`src/nfd_pkg.sv`:
```
// Shared constants and types for the nonuniform five-point derivative unit.
package nfd_pkg;

   // Default number of fraction bits in the fixed-point format.
   localparam int FRAC_BITS_DEFAULT = 16;

   // Width of one sample or abscissa, and of a difference of two of them.
   localparam int DATA_W = 32;
   localparam int MW     = DATA_W + 1;

   // Limb width used when splitting wide multiplications.
   localparam int LIMB_W = 32;

   // Quotient bits developed below the saturation check.
   localparam int QUOT_BITS = 33;

   // Saturation bounds of the result.
   localparam logic [DATA_W-1:0] DERIV_MAX = 32'h7fff_ffff;
   localparam logic [DATA_W-1:0] DERIV_MIN = 32'h8000_0000;

   // Sign and special-case flags that ride along with the divider operands.
   typedef struct packed {
      logic neg;
      logic coinc;
   } nfd_ctl_type;

   // One finished result beat.
   typedef struct packed {
      logic [DATA_W-1:0] derivative;
      logic              saturated;
      logic              coincident_nodes;
   } nfd_res_type;

endpackage

```
`src/nfd_smul.sv`:
```
// Pipelined signed multiplier of a wide operand by a 33-bit operand.
module nfd_smul #(
   parameter int AW = 33
) (
   input  logic                           clock,
   input  logic                           en,
   input  logic signed [AW-1:0]           a,
   input  logic signed [nfd_pkg::MW-1:0]  b,
   output logic signed [AW+nfd_pkg::MW-1:0] p
);

   localparam int MW  = nfd_pkg::MW;
   localparam int LW  = nfd_pkg::LIMB_W;
   localparam int NL  = (AW + LW - 1) / LW;
   localparam int PPW = LW + MW;
   localparam int SW  = NL * LW + MW;

   logic [NL*LW-1:0]  ma_ff, ma_in;
   logic [MW-1:0]     mb_ff, mb_in;
   logic              sg1_ff, sg2_ff;
   logic [PPW-1:0]    pp_ff [0:NL-1];
   logic [PPW-1:0]    pp_in [0:NL-1];
   logic [AW-1:0]     a_mag;
   logic [SW-1:0]     grp0, grp1, grp2, mask, total;
   logic signed [AW+MW-1:0] p_ff, p_in;

   // Stage one: split both operands into sign and magnitude.
   always_comb begin
      a_mag = a[AW-1] ? (~a + 1'b1) : a;
      ma_in = (NL*LW)'(a_mag);
      mb_in = b[MW-1] ? (~b + 1'b1) : b;
   end

   // Stage two: one limb product per 32-bit slice of the wide magnitude.
   always_comb begin
      for (int i = 0; i < NL; i++) begin
         pp_in[i] = PPW'(ma_ff[i*LW +: LW]) * PPW'(mb_ff);
      end
   end

   // Stage three: limb products in three non-overlapping groups, summed with the sign applied.
   always_comb begin
      grp0 = '0;
      grp1 = '0;
      grp2 = '0;
      for (int i = 0; i < NL; i++) begin
         if (i % 3 == 0) begin
            grp0 = grp0 | (SW'(pp_ff[i]) << (LW * i));
         end else if (i % 3 == 1) begin
            grp1 = grp1 | (SW'(pp_ff[i]) << (LW * i));
         end else begin
            grp2 = grp2 | (SW'(pp_ff[i]) << (LW * i));
         end
      end
      mask  = {SW{sg2_ff}};
      total = (grp0 ^ mask) + (grp1 ^ mask) + (grp2 ^ mask) + (sg2_ff ? SW'(3) : SW'(0));
      p_in  = total[AW+MW-1:0];
   end

   always_ff @(posedge clock) begin
      if (en) begin
         ma_ff  <= ma_in;
         mb_ff  <= mb_in;
         sg1_ff <= a[AW-1] ^ b[MW-1];
         for (int i = 0; i < NL; i++) begin
            pp_ff[i] <= pp_in[i];
         end
         sg2_ff <= sg1_ff;
         p_ff   <= p_in;
      end
   end

   assign p = p_ff;

endmodule

```
`config.mk`:
```
export PLATFORM = sky130hd
export DESIGN_NAME = nfd_smul
export DESIGN_NICKNAME = d
export VERILOG_FILES = /design/src/nfd_pkg.sv /design/src/nfd_smul.sv
export SDC_FILE = /design/constraint.sdc
export NUM_CORES = 2
export LEC_CHECK = 0
export ABC_AREA = 1
export BUFFER_PORTS_ARGS = -buffer_cell sky130_fd_sc_hd__buf_2
export CAP_MARGIN = 5
export CORE_ASPECT_RATIO = 2
export CORE_MARGIN = 3
export CORE_UTILIZATION = 60
export CTS_CLUSTER_SIZE = 25
export DETAILED_ROUTE_END_ITERATION = 10
export PLACE_DENSITY = 0.76
export SLEW_MARGIN = 15
export SYNTH_ARGS = -nofsm -noshare
export SYNTH_HDL_FRONTEND = slang
export SYNTH_SLANG_ARGS = --single-unit
```
`constraint.sdc`:
```
create_clock -name clock -period 8.4 [get_ports clock]
set_clock_uncertainty 0.2 [all_clocks]
set_input_delay 0.42 -clock clock [delete_from_list [all_inputs] [get_ports clock]]
set_output_delay 0.42 -clock clock [all_outputs]
set_load 0.01 [all_outputs]
```
==> Word-level counts from Yosys, hierarchy flattened <==
Memories as Yosys holds them, arrays and structs flattened.
Index checks and enable logic that the tools add are counted.
{ "classes": {"muxes": 5, "order_cmp": 0, "add_sub_neg": 5, "bitwise_logic": 5, "eq_ne": 0, "div": 0, "n_shift": 0, "mul": 2, "n_reduce_logical": 0} }
{ "op_table": {"columns": ["operator", "n"], "rows": [
  ["adder 66 bit", 2],
  ["adder 33 x 1 -> 33 bit, second input constant", 2],
  ["adder 66 x 2 -> 66 bit", 1],
  ["NOT 33 bit", 2],
  ["bitwise XOR 65 x 66 -> 66 bit", 1],
  ["bitwise XOR 66 bit", 1],
  ["multiplier 32 x 33 -> 65 bit", 1],
  ["two-way mux 32 bit", 2],
  ["multiplier 1 x 33 -> 34 bit", 1],
  ["two-way mux 1 bit", 2],
  ["two-way mux 2 bit", 1],
  ["bitwise XOR 1 bit", 1]
]} }
{ "word_totals": {"ram_bits": 130, "ff_bits": 134, "output_inout_bits": 66, "mem_bits_ro": 0, "latchBits": 0, "in_bits": 68, "memories": 1} }
{ "mem_list": {"columns": ["memory", "words", "width", "read_ports", "rd_ports_with_merged_regs", "wr", "line_no", "rtl"], "rows": [
  ["pp_ff", 2, 65, 2, 0, 2, "nfd_smul.sv:21", "logic [PPW-1:0] pp_ff [0:NL-1];"]
]} }

==> Longest topological paths before layout <==
An unclocked memory read counts as a cell.
{ "logic_depth": {"ltp_word": 5, "mapped_depth": 31} }

==> Least setup slack after synthesis <==
OpenSTA, ideal clock, no wires.
{ "synth_timing": {"path_kind": "reg-to-reg", "startpoint": "register mb_ff[29]", "endpoint": "memory pp_ff[0][63] (netlist name) (data pin)", "setup_time_ps": 252, "path_buffers": 2, "arrival_ps": 6282, "stages_incl_launch_ff": 27, "period_less_slack_ps": 6734, "slack_ps": 1666, "path_cell_list": "edfxtp_1 -> clkbuf_1 -> clkbuf_1 -> nand2_1 -> fa_1 -> inv_1 -> fa_1 -> fa_1 -> inv_1 -> fa_1 -> inv_1 -> fa_1 -> fa_1 -> fa_1 -> inv_1 -> fa_1 -> inv_1 -> ha_1 -> nand2_1 -> nor2_1 -> inv_1 -> nor3_1 -> nand2_1 -> nor3_1 -> nand2_1 -> nand3_1 -> nand2_1"} }
{ "synth_lines": {"columns": ["item", "line_no", "rtl"], "rows": [
  ["start: declaration", "nfd_smul.sv:19", "logic [MW-1:0] mb_ff, mb_in;"],
  ["start signal: assignment", "nfd_smul.sv:63", "mb_ff <= mb_in;"],
  ["end: declaration", "nfd_smul.sv:21", null]
]} }

==> metrics.md <==
| Metric | Value |
|---|---|
| Synth Warn # | `0` |
| Hold path startpoint | `b[24]` |
| RSZ-0062 raised after global routing | `false` |
| Worst Setup Path Type | `reg2reg` |
| Slew Limit Headroom | `19.8%` |
| Seq/Total Area, Yosys | `13.5%` |
| CP required | `8.52 ns` |
| Slowest-stage cell, CP | `edfxtp_1` |
| Syn_nets | `8199` |
| Final wirelength | `165 mm` |
| Initial antenna violation count | `3` |
| Synth area leader | `fa_1` |
| Cells after synthesis | `6872` |
| PortBufs | `133` |
| Layout net count | `8222` |
| First-pass GRT wire length | `250 mm` |
| Vias in the first global route | `46700` |
| # rows | `151` |
| Max cap viols | `0` |
| Area Growth Syn to Fin | `5.91%` |
| Setup TNS | `0 ns` |
| CTS tree | `yes` |
| FFs w/ async S/R, synth | `0%` |
| Ys flop type | `edfxtp_1` |
| Synth Cell Area | `51700 um2` |
| Die H | `421 um` |
| Root Buffer | `clkbuf_16` |
| Fraction of layout cells with a size suffix above 1 | `4.59%` |
| Top-count cell post-synth | `nand2_1` |
| DRT iter0 DRCs | `3264` |
| Maximum clock path buffer count | `3` |
| Critical Path Start | `mb_ff[18]` |
| Hold WS | `0.0396 ns` |
| Clk sinks | `232` |
| Avg Vias per Cell | `5.43` |
| CTS Buf Count | `24` |
| Period minus WS final | `8.12 ns` |
| Endpoint class of the critical path | `register` |
| Final hold vios | `0` |
| Die width | `214 um` |
| Post-synth EDFFs | `232` |
| Dominant cells by area after synthesis | `fa_1, nand2_1, inv_1` |
| Status | `completed` |
| Crit path DAT | `8.24 ns` |
| Clock latency at the later pin of the worst-skew pair | `0.59 ns` |
| Max Fclk | `0.123 GHz` |
| Number of synthesized register bits | `232` |
| Critical R2R Launch | `mb_ff[18]` |
| Gr usage total | `37.3%` |
| Gp weighted congestion | `1.07` |
| Initial Util | `60.8%` |
| Unique masters post-synth | `42` |
| Worst-margin pin slew | `1.20 ns` |
| Crit path max-delay family | `adder cells` |
| Global route overflow | `0` |
| Crit path max fanout | `15` |
| Via Count | `43400` |
| # IOs | `134` |
| Most used cell, CP | `fa_1` |
| Post-CTS setup buffers | `0` |
| Slew Limit Fails | `0` |
| Syn Area/Cell | `7.52 um2` |
| Full die area | `89900 um2` |
| HPWL Detailed | `135 mm` |
| Slowest cell delay on critical path | `1.00 ns` |
| CTS clock-pin slew for the worst setup and hold paths | `0.06 ns` |
| Largest net degree at the start of global routing | `136` |
| CTS H-tree lvls | `1` |
| Top cells by count, synth | `nand2_1, inv_1, fa_1, ha_1, nor2_1` |
| Tightest Hold Check Type | `in2reg` |
| Post-synth top area share | `35.9%` |
| Fin crit share | `96.7%` |
| Core Area | `85000 um2` |
| WP buf/inv | `4` |
| Drt first pass iters | `10` |
| Drt drc | `0` |
| Filler cell count | `7464` |
| Final setup viols | `0` |
| CP Cell Sequence | `nand2_1 > fa_1 > fa_1 > fa_1 > fa_1 > inv_1 > fa_1 > fa_1 > fa_1 > inv_1 > fa_1 > inv_1 > ha_1 > nand2_1 > nor2_1 > inv_1 > nor2_1 > nand3_1 > nand2_1 > nand2_1 > nand3_1 > nand2_1` |
| ANT nets after route | `0` |
| Avg WL per Cell | `20.6 um` |
| Startpoint Class | `register` |
## layout make-up
type                    instances  area [um2]  share of cell area [%]
inverters                    2021        7590                    13.9
diodes                          2        5.00                 0.00915
clock inverters                14         134                   0.245
well taps                    1071        1340                    2.45
flip-flops and latches        232        6970                    12.7
repair buffers                282        2060                    3.76
clock buffers                  28         637                    1.16
multi-input cells            4334       36000                    65.8
## tightest hold or removal path, delay by kind of cell
kind | cells | cell delay (ns)
xor gates and xnor gates | 1 | 0.14
buffers and inverters | 2 | 0.15
## metal layers
metal,vias to the layer above,part of all wire [%],track usage [%]
li1,19400,-,-
met5,-,0.0085,0
met1,20600,28,34.8
met4,2,13,36.8
met3,1034,7.7,6.54
met2,2303,51,66.1
## cell families (layout without fill, tap and decap cells)
| family | after synthesis | in the layout | synth area share [%] |
|---|---|---|---|
| adder cells (fa/ha/maj) | 1259 | 1259 | 43.9 |
| XOR/XNOR | 201 | 201 | 3.47 |
| buffers and inverters | 2306 | 2345 | 16.8 |
| other | 0 | 2 | 0 |
| AND/OR/NAND/NOR | 2722 | 2722 | 20.7 |
| AO/OA/AOI/OAI | 152 | 152 | 1.55 |
| flip-flops | 232 | 232 | 13.5 |
## sequential cells by signal, indices dropped and copies added, names as in the netlist
signal / count
p: 66
pp_ff: 98
sg1_ff: 1
sg2_ff: 1
mb_ff: 33
ma_ff: 33
## metrics by stage
stage               util, %  cells  area [um2]  worst slack (ns)
finish                 64.4   7984       54700             0.276
global route           64.4   7983       54700            0.0404
CTS                    64.3   7981       54700             0.387
detailed placement     62.9   7897       53500             0.431
global placement       62.9   7897       53500             0.480
floorplan                 -   6872       51700              1.67
## final timing paths
kind	cells after the start	slack, ns	end
worst max-delay path	22	0.28	pp_ff[0][45]
worst min register to register	0	0.23	sg2_ff
worst max register to register	22	0.28	pp_ff[0][45]
worst min-delay path	3	0.04	mb_ff[24]
## cell usage in the layout (no fill, tap or decap), drive strengths merged, types with 47 or more instances in the layout
master and count:
fa 926, buf 240, xor2 167, inv 2022
ha 333, nor2 335, a21oi 89, edfxtp 232
nand3 150, o21ai 47, nand2 2150
## what timing repair did
action | CTS | global route
hold buffers | 42 | 0
resized for setup | 0 | 0
endpoints found under the hold margin | 42 | 0
Power is left out: the tool's default activity adds up to more than one toggle a clock period on the data nets, which glitch-free logic cannot reach.
